===== config.mk =====
export PLATFORM = sky130hd
export DESIGN_NAME = source_comment_stripper_core
export DESIGN_NICKNAME = d
export VERILOG_FILES = /design/src/rtl/core/scs_pkg.sv /design/src/rtl/core/scs_front.sv /design/src/rtl/core/scs_queue.sv /design/src/rtl/core/scs_back.sv /design/src/rtl/core/source_comment_stripper_core.sv
export SDC_FILE = /design/constraint.sdc
export NUM_CORES = 1
export LEC_CHECK = 0
export BUFFER_PORTS_ARGS = -buffer_cell sky130_fd_sc_hd__buf_2
export CORE_MARGIN = 8
export CORE_UTILIZATION = 55
export CTS_BUF_LIST = sky130_fd_sc_hd__clkbuf_8
export CTS_CLUSTER_SIZE = 25
export DETAILED_ROUTE_END_ITERATION = 6
export PLACE_DENSITY = 0.84
export SLEW_MARGIN = 30
export SYNTH_ARGS = -nofsm -noshare
export SYNTH_HDL_FRONTEND = slang
export SYNTH_SLANG_ARGS = --single-unit

===== constraint.sdc =====
create_clock -name clk -period 10.05 [get_ports clk]
set_input_delay 1.5075 -clock clk [delete_from_list [all_inputs] [get_ports clk]]
set_output_delay 1.5075 -clock clk [all_outputs]
set_load 0.005 [all_outputs]

===== src/rtl/core/scs_pkg.sv =====
// ----------------------------------------------------------------------------
// scs_pkg
// Types, character codes and the per-byte decision function of the source
// comment stripper.
// ----------------------------------------------------------------------------
package scs_pkg;

	localparam int QDEPTH = 4;
	localparam int QAW    = $clog2(QDEPTH);
	localparam int QCW    = $clog2(QDEPTH + 1);

	localparam logic [1:0] MODE_CODE  = 2'd0;
	localparam logic [1:0] MODE_LINE  = 2'd1;
	localparam logic [1:0] MODE_BLOCK = 2'd2;

	localparam logic [7:0] CH_QUOTE  = 8'h22;
	localparam logic [7:0] CH_BSLASH = 8'h5C;
	localparam logic [7:0] CH_SLASH  = 8'h2F;
	localparam logic [7:0] CH_STAR   = 8'h2A;
	localparam logic [7:0] CH_LF     = 8'h0A;
	localparam logic [7:0] CH_CR     = 8'h0D;
	localparam logic [7:0] CH_SPACE  = 8'h20;

	typedef struct packed {
		logic [7:0] in_byte;
		logic       final_byte;
	} item_t;

	typedef struct packed {
		logic [7:0] out_byte;
		logic       byte_present;
		logic       run_end;
		logic       text_done;
		logic       open_block_error;
	} result_t;

	typedef struct packed {
		logic [1:0] mode;
		logic       str;
		logic [7:0] prior;
		logic [7:0] sprior;
		logic [1:0] seen;
		logic       seg_ne;
	} scan_state_t;

	localparam scan_state_t SCAN_RESET = '0;

	typedef struct packed {
		logic [2:0][7:0] b;
		logic            present;
		logic [1:0]      last;
		logic            fin;
		logic            err;
	} job_t;

	typedef struct packed {
		scan_state_t     st;
		logic [2:0][7:0] b;
		logic [1:0]      n;
		logic            two;
	} dec_res_t;

	function automatic scan_state_t scs_remember(scan_state_t s, logic [7:0] c);
		scan_state_t r;
		r        = s;
		r.sprior = s.prior;
		r.prior  = c;
		if (s.seen < 2'd2) begin
			r.seen = s.seen + 2'd1;
		end
		return r;
	endfunction

	function automatic dec_res_t scs_decide(scan_state_t s, logic [7:0] c, logic has_nx,
			logic [7:0] nx);
		dec_res_t r;
		logic     escaped;
		logic     nx_lf;
		r       = '0;
		r.st    = s;
		nx_lf   = has_nx && (nx == CH_LF);
		escaped = (s.seen >= 2'd1) && (s.prior == CH_BSLASH) &&
			!((s.seen >= 2'd2) && (s.sprior == CH_BSLASH));
		if ((s.mode == MODE_CODE) && (c == CH_QUOTE) && !escaped) begin
			r.st.str = ~s.str;
		end
		if (r.st.str) begin
			r.b[0] = c;
			r.n    = 2'd1;
		end else if ((s.mode == MODE_CODE) && (c == CH_SLASH) && has_nx && (nx == CH_SLASH)) begin
			r.st.mode = MODE_LINE;
			r.two     = 1'b1;
		end else if ((s.mode == MODE_CODE) && (c == CH_SLASH) && has_nx && (nx == CH_STAR)) begin
			r.st.mode   = MODE_BLOCK;
			r.st.seg_ne = 1'b1;
			r.two       = 1'b1;
		end else if ((s.mode == MODE_LINE) && (c == CH_CR) && nx_lf) begin
			r.b       = {CH_LF, CH_CR, CH_SPACE};
			r.n       = 2'd3;
			r.st.mode = MODE_CODE;
			r.two     = 1'b1;
		end else if ((s.mode == MODE_LINE) && (c == CH_LF)) begin
			r.b[0]    = CH_SPACE;
			r.b[1]    = CH_LF;
			r.n       = 2'd2;
			r.st.mode = MODE_CODE;
		end else if ((s.mode == MODE_BLOCK) && (c == CH_STAR) && has_nx && (nx == CH_SLASH)) begin
			r.b[0]    = CH_SPACE;
			r.n       = 2'd1;
			r.st.mode = MODE_CODE;
			r.two     = 1'b1;
		end else if ((s.mode == MODE_BLOCK) && (c == CH_CR) && nx_lf) begin
			if (s.seg_ne) begin
				r.b = {CH_LF, CH_CR, CH_SPACE};
				r.n = 2'd3;
			end else begin
				r.b[0] = CH_CR;
				r.b[1] = CH_LF;
				r.n    = 2'd2;
			end
			r.st.seg_ne = 1'b0;
			r.two       = 1'b1;
		end else if ((s.mode == MODE_BLOCK) && (c == CH_LF)) begin
			if (s.seg_ne) begin
				r.b[0] = CH_SPACE;
				r.b[1] = CH_LF;
				r.n    = 2'd2;
			end else begin
				r.b[0] = CH_LF;
				r.n    = 2'd1;
			end
			r.st.seg_ne = 1'b0;
		end else if (s.mode == MODE_CODE) begin
			r.b[0] = c;
			r.n    = 2'd1;
		end else if (s.mode == MODE_BLOCK) begin
			r.st.seg_ne = 1'b1;
		end
		r.st = scs_remember(r.st, c);
		if (r.two) begin
			r.st = scs_remember(r.st, nx);
		end
		return r;
	endfunction

endpackage


===== src/rtl/core/scs_front.sv =====
// ----------------------------------------------------------------------------
// scs_front
// Scanner: holds one byte of lookahead, decides it against the new byte and
// packs the resulting output bytes of one request into a job.
// ----------------------------------------------------------------------------
module scs_front
	import scs_pkg::*;
(
	input  logic  clk,
	input  logic  arst_n,
	input  logic  push,
	input  item_t item,
	input  logic  qfull,
	output logic  accept,
	output job_t  job
);

	scan_state_t st_q;
	logic [7:0]  held_q;
	logic        hp_q;

	scan_state_t st_n;
	logic [7:0]  held_n;
	logic        hp_n;

	dec_res_t    d1;
	dec_res_t    d2;
	logic [1:0]  n1;
	logic [1:0]  n2;
	logic [2:0]  total;
	logic [1:0]  cnt;
	logic [1:0]  kk;

	assign accept = push && !qfull;

	always_comb begin
		d1     = scs_decide(st_q, held_q, 1'b1, item.in_byte);
		st_n   = st_q;
		held_n = item.in_byte;
		hp_n   = 1'b1;
		n1     = 2'd0;
		if (hp_q) begin
			st_n = d1.st;
			n1   = d1.n;
			if (d1.two) begin
				hp_n = 1'b0;
			end
		end
		d2 = scs_decide(st_n, held_n, 1'b0, 8'h00);
		n2 = 2'd0;
		if (item.final_byte && hp_n) begin
			n2 = d2.n;
		end
		total = {1'b0, n1} + {1'b0, n2};
		cnt   = (total > 3'd3) ? 2'd3 : total[1:0];
		job   = '0;
		for (int k = 0; k < 3; k++) begin
			kk = 2'(k) - n1;
			if (2'(k) < n1) begin
				job.b[k] = d1.b[k];
			end else begin
				job.b[k] = d2.b[kk];
			end
		end
		if (cnt == 2'd0) begin
			job.b       = '0;
			job.present = 1'b0;
			job.last    = 2'd0;
		end else begin
			job.present = 1'b1;
			job.last    = cnt - 2'd1;
		end
		job.fin = item.final_byte;
		job.err = item.final_byte &&
			(((item.final_byte && hp_n) ? d2.st.mode : st_n.mode) == MODE_BLOCK);
	end

	always_ff @(posedge clk or negedge arst_n) begin
		if (!arst_n) begin
			st_q   <= SCAN_RESET;
			held_q <= '0;
			hp_q   <= 1'b0;
		end else if (accept) begin
			if (item.final_byte) begin
				st_q   <= SCAN_RESET;
				held_q <= '0;
				hp_q   <= 1'b0;
			end else begin
				st_q   <= st_n;
				held_q <= held_n;
				hp_q   <= hp_n;
			end
		end
	end

endmodule


===== src/rtl/core/scs_queue.sv =====
// ----------------------------------------------------------------------------
// scs_queue
// Short job queue between scanner and output sequencer.
// ----------------------------------------------------------------------------
module scs_queue
	import scs_pkg::*;
(
	input  logic clk,
	input  logic arst_n,
	input  logic wr,
	input  job_t wdata,
	input  logic rd,
	output job_t head,
	output logic qfull,
	output logic qempty
);

	job_t             mem_q [QDEPTH];
	logic [QAW-1:0]   wp_q;
	logic [QAW-1:0]   rp_q;
	logic [QCW-1:0]   cnt_q;

	assign qfull  = (cnt_q == QCW'(QDEPTH));
	assign qempty = (cnt_q == '0);
	assign head   = mem_q[rp_q];

	always_ff @(posedge clk) begin
		if (wr) begin
			mem_q[wp_q] <= wdata;
		end
	end

	always_ff @(posedge clk or negedge arst_n) begin
		if (!arst_n) begin
			wp_q  <= '0;
			rp_q  <= '0;
			cnt_q <= '0;
		end else begin
			if (wr) begin
				wp_q <= (wp_q == QAW'(QDEPTH - 1)) ? '0 : wp_q + QAW'(1);
			end
			if (rd) begin
				rp_q <= (rp_q == QAW'(QDEPTH - 1)) ? '0 : rp_q + QAW'(1);
			end
			if (wr && !rd) begin
				cnt_q <= cnt_q + QCW'(1);
			end else if (rd && !wr) begin
				cnt_q <= cnt_q - QCW'(1);
			end
		end
	end

endmodule


===== src/rtl/core/scs_back.sv =====
// ----------------------------------------------------------------------------
// scs_back
// Output sequencer: walks the bytes of the head job, one result per pop.
// ----------------------------------------------------------------------------
module scs_back
	import scs_pkg::*;
(
	input  logic    clk,
	input  logic    arst_n,
	input  job_t    head,
	input  logic    qempty,
	input  logic    pop,
	output result_t result,
	output logic    deq
);

	logic [1:0] idx_q;
	logic       take;

	assign take = pop && !qempty;
	assign deq  = take && (idx_q == head.last);

	always_comb begin
		result.out_byte         = head.b[idx_q];
		result.byte_present     = head.present;
		result.run_end          = (idx_q == head.last);
		result.text_done        = head.fin;
		result.open_block_error = head.err;
	end

	always_ff @(posedge clk or negedge arst_n) begin
		if (!arst_n) begin
			idx_q <= '0;
		end else if (take) begin
			idx_q <= deq ? 2'd0 : idx_q + 2'd1;
		end
	end

endmodule


===== src/rtl/core/source_comment_stripper_core.sv =====
// ----------------------------------------------------------------------------
// source_comment_stripper_core
// Removes C-style comments from a byte stream: scanner, job queue, sequencer.
// ----------------------------------------------------------------------------
// A request's job is registered in the job queue; its results show at the queue
// head behind any earlier jobs. Throughput: one request per cycle while the queue
// is not full; results leave at one per cycle while pop is high, so a request
// yielding two or three results holds the scanner only once the four-entry job queue fills.
// Reset clears scanner state, lookahead, queue and sequencer at once.
module source_comment_stripper_core
	import scs_pkg::*;
(
	input  logic    clk,
	input  logic    arst_n,
	input  logic    push,
	output logic    full,
	input  item_t   item,
	output logic    empty,
	input  logic    pop,
	output result_t result
);

	logic accept;
	job_t job;
	job_t head;
	logic deq;

	scs_front u_front (
		.clk    (clk),
		.arst_n (arst_n),
		.push   (push),
		.item   (item),
		.qfull  (full),
		.accept (accept),
		.job    (job)
	);

	scs_queue u_queue (
		.clk    (clk),
		.arst_n (arst_n),
		.wr     (accept),
		.wdata  (job),
		.rd     (deq),
		.head   (head),
		.qfull  (full),
		.qempty (empty)
	);

	scs_back u_back (
		.clk    (clk),
		.arst_n (arst_n),
		.head   (head),
		.qempty (empty),
		.pop    (pop),
		.result (result),
		.deq    (deq)
	);

	a_marker_ends: assert property (@(posedge clk) disable iff (!arst_n)
		(!empty && !result.byte_present) |-> (result.run_end && result.out_byte == 8'h00))
		else $error("empty marker not a single result");

	a_err_done: assert property (@(posedge clk) disable iff (!arst_n)
		(!empty && result.open_block_error) |-> result.text_done)
		else $error("open block error outside final request");

	a_run_cont: assert property (@(posedge clk) disable iff (!arst_n)
		(pop && !empty && !result.run_end) |=> (!empty && $stable(result.text_done)))
		else $error("run broken before its last result");

	a_not_both: assert property (@(posedge clk) disable iff (!arst_n)
		!(full && empty))
		else $error("queue full and empty");

endmodule


==> results of run 1 <==
[area by class of cell]
cell class | instances | area share (%)
clock buffers | 17 | 2.75
well taps | 180 | 2.65
clock inverters | 15 | 1.46
repair buffers | 34 | 2.26
flip-flops and latches | 156 | 52.7
inverters | 30 | 1.32
multi-input cells | 406 | 36.8
[worst paths after layout]
| kind | startpoint | end | slack, ns | depth (start not counted) |
|---|---|---|---|---|
| min in group asynchronous | arst_n | u_front.hp_q$_DFFE_PN0P_ | 1.02 | 1 |
| min reg2reg | u_front.st_q[6]$_DFFE_PN0P_ | u_front.st_q[6]$_DFFE_PN0P_ | 0.51 | 2 |
| max | item[5] | u_queue.mem_q[1][25]$_DFFE_PP_ | 3.07 | 17 |
| min | u_front.st_q[6]$_DFFE_PN0P_ | u_front.st_q[6]$_DFFE_PN0P_ | 0.51 | 2 |
| max in group asynchronous | arst_n | u_queue.rp_q[0]$_DFFE_PN0P_ | 8.62 | 1 |
| max reg2reg | u_front.held_q[1]$_DFFE_PN0P_ | u_queue.mem_q[1][25]$_DFFE_PP_ | 3.75 | 16 |
[registers in the layout (all words and copies together) (netlist names)]
signal	cells
u_queue.wp_q	2
u_back.idx_q	2
u_front.st_q	22
u_queue.rp_q	2
u_queue.mem_q	116
u_front.held_q	8
u_queue.cnt_q	3
u_front.hp_q	1
[logic make-up after synthesis]
kind of cell | share of synthesized area, %
xor+xnor | 0.889
fa+ha+maj | 2.57
simple gates | 15.1
flops | 56.9
compound gates | 11.0
buf+inv | 3.36
mux | 10.2
[critical path, cell delays in order]
cell,delay [ns]
buf_2,0.14
or4b_1,0.61
or3_1,0.42
or4_4,0.47
a311oi_4,0.60
nand2b_1,0.21
o22ai_1,0.10
nor4_4,0.36
a211o_2,0.25
nand3_2,0.13
and3_1,0.22
ha_1,0.18
inv_1,0.07
fa_1,0.45
and3_1,0.39
nor4_1,0.86
and2_1,0.30
[metrics by stage]
step	cells	worst slack, ns	utilization, %
finish	838	3.07	61.1
global route	838	2.82	61.1
CTS	838	3.20	61.1
detailed placement	806	2.75	58.5
global placement	806	2.95	58.5
floorplan	629	3.82	-
[routing by layer]
metal | GRT usage (%) | up-vias | share of wire [%]
met5 | 0 | - | 0
met4 | 7.59 | 0 | 1.5
met3 | 4.45 | 31 | 6.5
met2 | 34.6 | 246 | 50
met1 | 26.8 | 2704 | 42
li1 | - | 2436 | -
[cells in the final DEF, fill, tap and decap left out, types with 4 or more instances in the layout]
cell type    n
and3_1      17
nand2_1     62
o31ai_1      7
or3_1        7
o22ai_1     13
clkbuf_8    17
dfrtp_1     39
and2_1      12
o22a_1       4
a22o_1       5
nand3_1     17
a21boi_0     5
nor4bb_1     4
ha_1        13
nor2_1      30
o21ai_0     22
clkinv_2     4
edfxtp_1   116
mux2i_1     13
nor3_1      11
xor2_1       6
a21oi_1     26
inv_1       32
nand2b_1     7
o21ai_1      4
buf_4        9
or4_1        4
nand3b_1     9
nor4_1       4
a31oi_1      6
buf_2       25
mux4_2      29
[where the power goes]
group	switching (W)	internal [W]
registers	0.000147	0.000886
logic	0.000443	0.000351
clock network	0.000231	0.000194
==> reports/metrics.cfg, run 1 <==
[flow_run]
drv_cap = 0

[worst_setup_path]
critPathLaunchType = primary input
endpoint_kind = register
critPathRequiredTime_ns = 10.34
path_class = primary input to register
critPathMaxFanout = 17
cp.arrival_ns = 7.27

[detailed_routing]
via_per_inst = 6.46
drc = 0
routedWlPerCell_um = 22.0
drtIter0Drc = 690
wirelength_mm = 18.5
first_pass_iters = 5
ant_nets = 0
num_vias = 5417

[floorplanning]
die_height_um = 136
rows = 43
ios = 27
core_um2 = 13900
die-width_um = 136
initial_utilization_pct = 56.6
die_area_um2 = 18400

[yosys]
yosys_warnings = 0
ys_ff_latch = 156
async_flop_share_pct = 25.6
synth_area_leaders = edfxtp_1 (44%), dfrtp_1 (13%), mux4_2 (8.3%)
ys_top_cells_by_count = edfxtp_1 (116), nand2_1 (62), dfrtp_1 (40)
synth_edf_count = 116
synth_cells = 629
yosysTopAreaCellShare_pct = 44.2
synth_area_um2 = 7880
synth_top_cell_by_area = edfxtp_1
avgSynthCellArea_um2 = 12.5
ys_types = 78
synth.most_common_cell = edfxtp_1
seq_area_frac_synth_pct = 56.9
synth_nets = 657
synth_ff_type = edfxtp_1

[finish]
area_growth_syn_to_layout_pct = 7.95
antenna_cells = 0
fillCellCount = 1062
nNetsFinal = 673
multi_input_area_um2 = 3130
seqCellArea_um2 = 4490
design_area_um2 = 8510
drive_above_1_share_pct = 17.3

[sta]
period_share_pct = 69.5
hold_viol_final = 0
min_period_ns = 6.98
final_max_slew_viol_count = 0
skew_ns = 0.0169
fin_tns_setup_ns = 0
setup_viol = 0
slew_headroom_pct = 39.1
fmax_mhz = 143
worst_slew_pin_slew_ns = 0.905
hold_ws_ns = 0.512
rsz0062_at_grt = no

[clocking]
clk_pin_slew_worst_paths_ns = 0.08
cts_made_buffers = 17
cts_tree = done
clockBufferDepth = 2
cts_setup_buffers = 0
insertion_delay_ns = 0.45
ctsResizeCount = 0
cts_sinks = 156
ctsHoldBuffers = 0
cts_max_level = 4
clock_tree.root_cell = clkbuf_8

[power]
powerDensity_nw_per_um2 = 265
fin_total_pwr_w = 0.00225
power_leakage_nw = 3.21
ir_drop_uv = 153

[outcome]
status = finished clean

[grt]
grt_max_degree = 41
antenna_found_initial = 0
grt.total_usage_pct = 21.0
grt_pass1_vias = 5454
grt_pass1_wl_mm = 29.6
grt_overflow = 0

[placed_design]
dpl_cell_area_um2 = 8150
io_buffers = 26
place_hpwl_mm = 12.8
gp_routability_congestion = 0.969

[min_path]
hp-class = register to register

No activity file was read; power rests on OpenSTA's default activity.
==> run 2, diff against run 1 <==
--- a/config.mk
+++ b/config.mk
@@ -11,7 +11,7 @@
 export CTS_BUF_LIST = sky130_fd_sc_hd__clkbuf_8
 export CTS_CLUSTER_SIZE = 25
 export DETAILED_ROUTE_END_ITERATION = 6
-export PLACE_DENSITY = 0.84
+export PLACE_DENSITY = 0.87
 export SLEW_MARGIN = 30
 export SYNTH_ARGS = -nofsm -noshare
 export SYNTH_HDL_FRONTEND = slang
==> constraint.sdc (replaced) <==
create_clock -name clk -period 6.2 [get_ports clk]
set_input_delay 0.93 -clock clk [delete_from_list [all_inputs] [get_ports clk]]
set_output_delay 0.93 -clock clk [all_outputs]
set_load 0.005 [all_outputs]
==> reports/metrics.cfg, run 2 (synthesized netlist as in run 1, its figures left out) <==
[worst_setup_path]
r2r_end = u_queue.mem_q[3][7]$_DFFE_PP_
slowest_delay_ns = 0.59  ; -0.27 ns
crit_start = u_front.st_q[3]$_DFFE_PN0P_
r2r_start = u_front.st_q[3]$_DFFE_PN0P_
critPathRequiredTime_ns = 6.36  ; -3.98 ns
path_class = register to register
critPathMaxFanout = 9  ; -8
crit_chain = or4b_1, nor4b_2, o22ai_1, or3_1, o31ai_2, nand3b_1, nor2_1, a22oi_2, nand3_2, and3_1, ha_1, inv_1, fa_1, and3_1, buf_4, a221oi_1
crit_buf_inv = 2  ; unchanged
crit_top_cell = and3_1
r2r_cells = 16  ; unchanged
slowest_stage = or4b_1
r2r_slack_ns = 0.41  ; -3.34 ns
cpLargestDelayFamily = simple AND/OR/NAND/NOR gates
cp.arrival_ns = 5.95  ; -1.32 ns
endpoint_kind = register
critPathLaunchType = register

[sta]
skew_ns = 0.0133  ; -0.00365 ns
worst_slew_pin_slew_ns = 0.787  ; -0.118 ns
setup_viol = 0  ; unchanged
final_max_slew_viol_count = 0  ; unchanged
slew_headroom_pct = 47.5  ; +8.4 points
setup_slack_ns = 0.406  ; -2.66 ns
period_share_pct = 93.5
fin_tns_setup_ns = 0  ; unchanged
rsz0062_at_grt = no
fmax_mhz = 173
min_period_ns = 5.79
hold_viol_final = 0  ; unchanged

[grt]
grt.total_usage_pct = 21.1  ; +0.12 points
antenna_found_initial = 0  ; unchanged
grt_overflow = 0  ; unchanged
grt_pass1_vias = 5478  ; +0.44%
grt_pass1_wl_mm = 29.8  ; +0.44%
grt_max_degree = 41  ; unchanged

[finish]
antenna_cells = 0  ; unchanged
largest_register_ffs = 116  ; unchanged
fillCellCount = 1038  ; -2.3%
regMostFlops = u_queue.mem_q
nNetsFinal = 688  ; +2.2%
drive_above_1_share_pct = 19.5  ; +2.1 points
mostFrequentLayoutCells = edfxtp_1 (116), nand2_1 (62), dfrtp_1 (39), inv_1 (30), nor2_1 (30)
top_regs = u_queue.mem_q: 116 flops, u_front.st_q: 22 flops, u_front.held_q: 8 flops
final_common_cell = edfxtp_1
area_growth_syn_to_layout_pct = 9.51

[floorplanning]
ios = 27  ; unchanged
core_um2 = 13900  ; unchanged
die-width_um = 136  ; unchanged
rows = 43  ; unchanged
initial_utilization_pct = 56.6  ; unchanged
die_height_um = 136  ; unchanged
die_area_um2 = 18400  ; unchanged

[clocking]
clk_pin_slew_worst_paths_ns = 0.10  ; +0.02 ns
cts_made_buffers = 17  ; unchanged
ctsHoldBuffers = 0  ; unchanged
clock_tree.root_cell = clkbuf_8
cts_setup_buffers = 0  ; unchanged
cts_sinks = 156  ; unchanged
cts_tree = done
cts_max_level = 4  ; unchanged
ctsResizeCount = 0  ; unchanged
clockBufferDepth = 2  ; unchanged
insertion_delay_ns = 0.45  ; about the same

[power]
powerDensity_nw_per_um2 = 428  ; +62%
fin_total_pwr_w = 0.00369  ; +64%
power_leakage_nw = 3.29  ; +2.5%
ir_drop_uv = 212  ; +39%

[placed_design]
place_hpwl_mm = 13.0  ; +1.1%
dp_slack_ns = 0.0589  ; -2.69 ns
io_buffers = 26  ; unchanged
gp_routability_congestion = 0.994  ; +2.5%

[detailed_routing]
drtIter0Drc = 501  ; -27%
first_pass_iters = 6  ; +1
num_vias = 5495  ; +1.4%
wirelength_mm = 18.8  ; +1.6%
drc = 0  ; unchanged
ant_nets = 0  ; unchanged
routedWlPerCell_um = 22.0  ; -0.15%
via_per_inst = 6.44  ; -0.34%

[flow_run]
drv_cap = 0  ; unchanged

[min_path]
hp-class = primary input to asynchronous set/reset pin

[outcome]
status = finished clean

run 2: changes by cell type in the layout (fill, tap and decap cells not counted), moves of 2 or more:
cell / delta
inv_1: -2
inv_8: +5
clkinv_4: -2
buf_4: +15
run 2: power breakdown:
part | switching (W) | total (W) | internal, W
sequential | 0.000234 | 0.00167 | 0.00144
clock | 0.000420 | 0.000714 | 0.000293
combinational | 0.000722 | 0.00131 | 0.000587
run 2: worst max path at each step:
stage / depth (start not counted) / slack, ns / end
final: 16 / 0.41 / u_queue.mem_q[3][7]$_DFFE_PP_
after global routing: 16 / 0.16 / u_queue.mem_q[3][7]$_DFFE_PP_
after CTS: 18 / 0.53 / u_queue.mem_q[3][7]$_DFFE_PP_
after detailed placement: 18 / 0.06 / u_queue.mem_q[0][7]$_DFFE_PP_
after global placement: 18 / 0.25 / u_queue.mem_q[0][7]$_DFFE_PP_
after floorplan: 18 / 0.55 / u_queue.mem_q[0][22]$_DFFE_PP_
run 2: final cells by class:
class	count	area [µm²]	area share (%)
Sequential cell	156	4490	52.0
Multi-Input combinational cell	406	3130	36.3
Timing Repair Buffer	49	305	3.54
Clock buffer	17	234	2.71
Tap cell	180	225	2.61
Clock inverter	15	134	1.55
Inverter	30	113	1.30
run 2: per-layer routing:
metal  up-vias  global-route usage [%]  part of all wire [%]
li1       2463                       -                     -
met1      2728                    26.8                    41
met2       264                    34.5                    50
met3        40                    4.90                   6.8
met4         0                    7.90                   2.1
met5         -                       0                     0
run 2: through the flow:
stage                     util [%]  instance area [µm²]  instances  hold WS [ns]
after detailed placement      59.3                 8260        821         0.496
after global routing          62.0                 8630        853         0.460
after CTS                     61.9                 8630        853         0.510
after global placement        59.3                 8260        821         0.477
final                         62.0                 8630        853         0.453
after floorplan                  -                 7880        629         0.456
==> run 3, diff against run 2 <==
--- a/config.mk
+++ b/config.mk
@@ -6,13 +6,15 @@
 export NUM_CORES = 1
 export LEC_CHECK = 0
 export BUFFER_PORTS_ARGS = -buffer_cell sky130_fd_sc_hd__buf_2
+export CELL_PAD_IN_SITES_DETAIL_PLACEMENT = 0
+export CELL_PAD_IN_SITES_GLOBAL_PLACEMENT = 1
 export CORE_MARGIN = 8
-export CORE_UTILIZATION = 55
+export CORE_UTILIZATION = 48
 export CTS_BUF_LIST = sky130_fd_sc_hd__clkbuf_8
 export CTS_CLUSTER_SIZE = 25
 export DETAILED_ROUTE_END_ITERATION = 6
-export PLACE_DENSITY = 0.87
-export SLEW_MARGIN = 30
+export PLACE_DENSITY = 0.9
+export SLEW_MARGIN = 20
 export SYNTH_ARGS = -nofsm -noshare
 export SYNTH_HDL_FRONTEND = slang
 export SYNTH_SLANG_ARGS = --single-unit
==> reports/metrics.cfg, run 3 (synthesized netlist as in run 1, its figures left out) <==
[worst_setup_path]
path_class = primary input to register
cp.arrival_ns = 6.06  ; +0.11 ns
r2r_slack_ns = 0.46  ; +0.05 ns
crit_chain = buf_2, or4b_1, or3_1, or4_4, a311oi_4, buf_4, mux2i_1, a21oi_2, nor4b_1, a22oi_2, nand3_2, and3_1, ha_1, inv_1, fa_1, and3_1, nor4_1, buf_4, and2_1
crit_start = item[5]
critPathMaxFanout = 10  ; +1
slowest_stage = or4b_1
critPathLaunchType = primary input
critPathRequiredTime_ns = 6.49  ; +0.13 ns
slowest_delay_ns = 0.64  ; +0.05 ns
r2r_start = u_front.held_q[2]$_DFFE_PN0P_
r2r_cells = 14  ; -2
r2r_end = u_queue.mem_q[1][21]$_DFFE_PP_
endpoint_kind = register

[finish]
regMostFlops = u_queue.mem_q
largest_register_ffs = 116  ; unchanged
mostFrequentLayoutCells = edfxtp_1 (116), nand2_1 (62), dfrtp_1 (39), inv_1 (30), nor2_1 (30)
final_common_cell = edfxtp_1
fin_cells = 892  ; +4.6%
top_regs = u_queue.mem_q: 116 flops, u_front.st_q: 22 flops, u_front.held_q: 8 flops
fillCellCount = 1366  ; +32%
area_growth_syn_to_layout_pct = 10.3
antenna_cells = 0  ; unchanged
seqCellArea_um2 = 4490  ; unchanged
multi_input_area_um2 = 3130  ; unchanged
drive_above_1_share_pct = 19.2  ; -0.27 points
nNetsFinal = 687  ; -0.15%

[min_path]
hold_depth = 2
holdPathEnd = u_front.st_q[6]$_DFFE_PN0P_
hp-start = u_front.st_q[6]$_DFFE_PN0P_
hp-class = register to register

[clocking]
cts_setup_buffers = 0  ; unchanged
clock_tree.root_cell = clkbuf_8
cts_sinks = 156  ; unchanged
clk_pin_slew_worst_paths_ns = 0.09  ; about the same
cts_max_level = 4  ; unchanged
cts_made_buffers = 17  ; unchanged
insertion_delay_ns = 0.45  ; about the same
clockBufferDepth = 2  ; unchanged
ctsResizeCount = 0  ; unchanged
ctsHoldBuffers = 0  ; unchanged
cts_tree = done

[sta]
slew_headroom_pct = 35.1  ; -12 points
rsz0062_at_grt = no
final_max_slew_viol_count = 0  ; unchanged
min_period_ns = 5.77  ; -0.0261 ns
fmax_mhz = 173  ; +0.45%
period_share_pct = 93.0  ; -0.42 points
worst_slew_pin_slew_ns = 0.974  ; +0.187 ns
hold_viol_final = 0  ; unchanged
skew_ns = 0.0145  ; +0.00120 ns
fin_tns_setup_ns = 0  ; unchanged
setup_viol = 0  ; unchanged

[detailed_routing]
drc = 0  ; unchanged
wirelength_mm = 19.1  ; +1.7%
via_per_inst = 6.08  ; -5.6%
first_pass_iters = 6  ; unchanged
drtIter0Drc = 626  ; +25%
ant_nets = 0  ; unchanged
routedWlPerCell_um = 21.4  ; -2.7%
num_vias = 5425  ; -1.3%

[floorplanning]
die-width_um = 144  ; +6.2%
die_height_um = 144  ; +6.2%
ios = 27  ; unchanged
core_um2 = 16300  ; +17%
rows = 47  ; +9.3%
initial_utilization_pct = 48.2  ; -8.4 points
die_area_um2 = 20800  ; +13%

[grt]
grt_overflow = 0  ; unchanged
grt_max_degree = 41  ; unchanged
grt_pass1_vias = 5470  ; -0.15%
grt_pass1_wl_mm = 30.2  ; +1.5%
grt.total_usage_pct = 19.3  ; -1.8 points
antenna_found_initial = 0  ; unchanged

[outcome]
status = finished clean

[flow_run]
drv_cap = 0  ; unchanged

[placed_design]
placed_cells = 860  ; +4.8%
gp_routability_congestion = 0.917  ; -7.7%
place_hpwl_mm = 13.2  ; +1.6%
io_buffers = 26  ; unchanged

[power]
ir_drop_uv = 190  ; -10%
powerDensity_nw_per_um2 = 429  ; +0.31%
power_leakage_nw = 3.29  ; +0.12%

[run 3: worst max-delay path by stage]
stage                                     end  slack (ns)  cells past startpoint
6_report       u_queue.mem_q[1][21]$_DFFE_PP_        0.43                     19
5_1_grt        u_queue.mem_q[2][28]$_DFFE_PP_        0.14                     14
4_1_cts        u_queue.mem_q[1][21]$_DFFE_PP_        0.54                     19
3_5_place_dp   u_queue.mem_q[1][25]$_DFFE_PP_        0.06                     19
3_3_place_gp   u_queue.mem_q[0][22]$_DFFE_PP_        0.22                     19
2_1_floorplan  u_queue.mem_q[0][22]$_DFFE_PP_        0.55                     18
[run 3: stage by stage]
stage / hold slack [ns] / area [µm²] / worst slack [ns] / total power [W] / util, %
after floorplan: 0.456 / 7880 / 0.551 / 0.00256 / -
after global routing: 0.532 / 8700 / 0.141 / 0.00395 / 53.2
after global placement: 0.472 / 8300 / 0.221 / 0.00293 / 50.8
after CTS: 0.505 / 8700 / 0.535 / 0.00376 / 53.2
after detailed placement: 0.484 / 8300 / 0.0649 / 0.00300 / 50.8
final: 0.502 / 8700 / 0.432 / 0.00373 / 53.2
[run 3: power breakdown]
group	switching (W)	internal (W)	leakage, nW
Sequential	0.000241	0.00144	1.63
Combinational	0.000713	0.000585	1.47
Clock	0.000392	0.000364	0.198
[run 3: area by class of cell]
class | count | share of cell area [%]
Clock buffer | 17 | 2.69
Clock inverter | 15 | 1.84
Inverter | 30 | 1.29
Multi-Input combinational cell | 406 | 36.0
Sequential cell | 156 | 51.6
Tap cell | 220 | 3.16
Timing Repair Buffer | 48 | 3.39
[run 3: routing by layer]
metal	GRT usage (%)	share of wire [%]	vias up	wire, µm
met5	0	0	-	0
met3	3.76	7.0	32	1340
met4	6.90	1.6	0	312
met2	32.5	50	249	9600
li1	-	-	2458	-
met1	24.5	41	2686	7840
[run 3: critical path, delay by kind of cell]
kind / cells / cell delay [ns]
AO/OA/AOI/OAI: 3 / 0.51
adder cells (fa/ha/maj): 2 / 0.61
buffers and inverters: 4 / 0.60
multiplexers: 1 / 0.24
AND/OR/NAND/NOR: 9 / 3.16
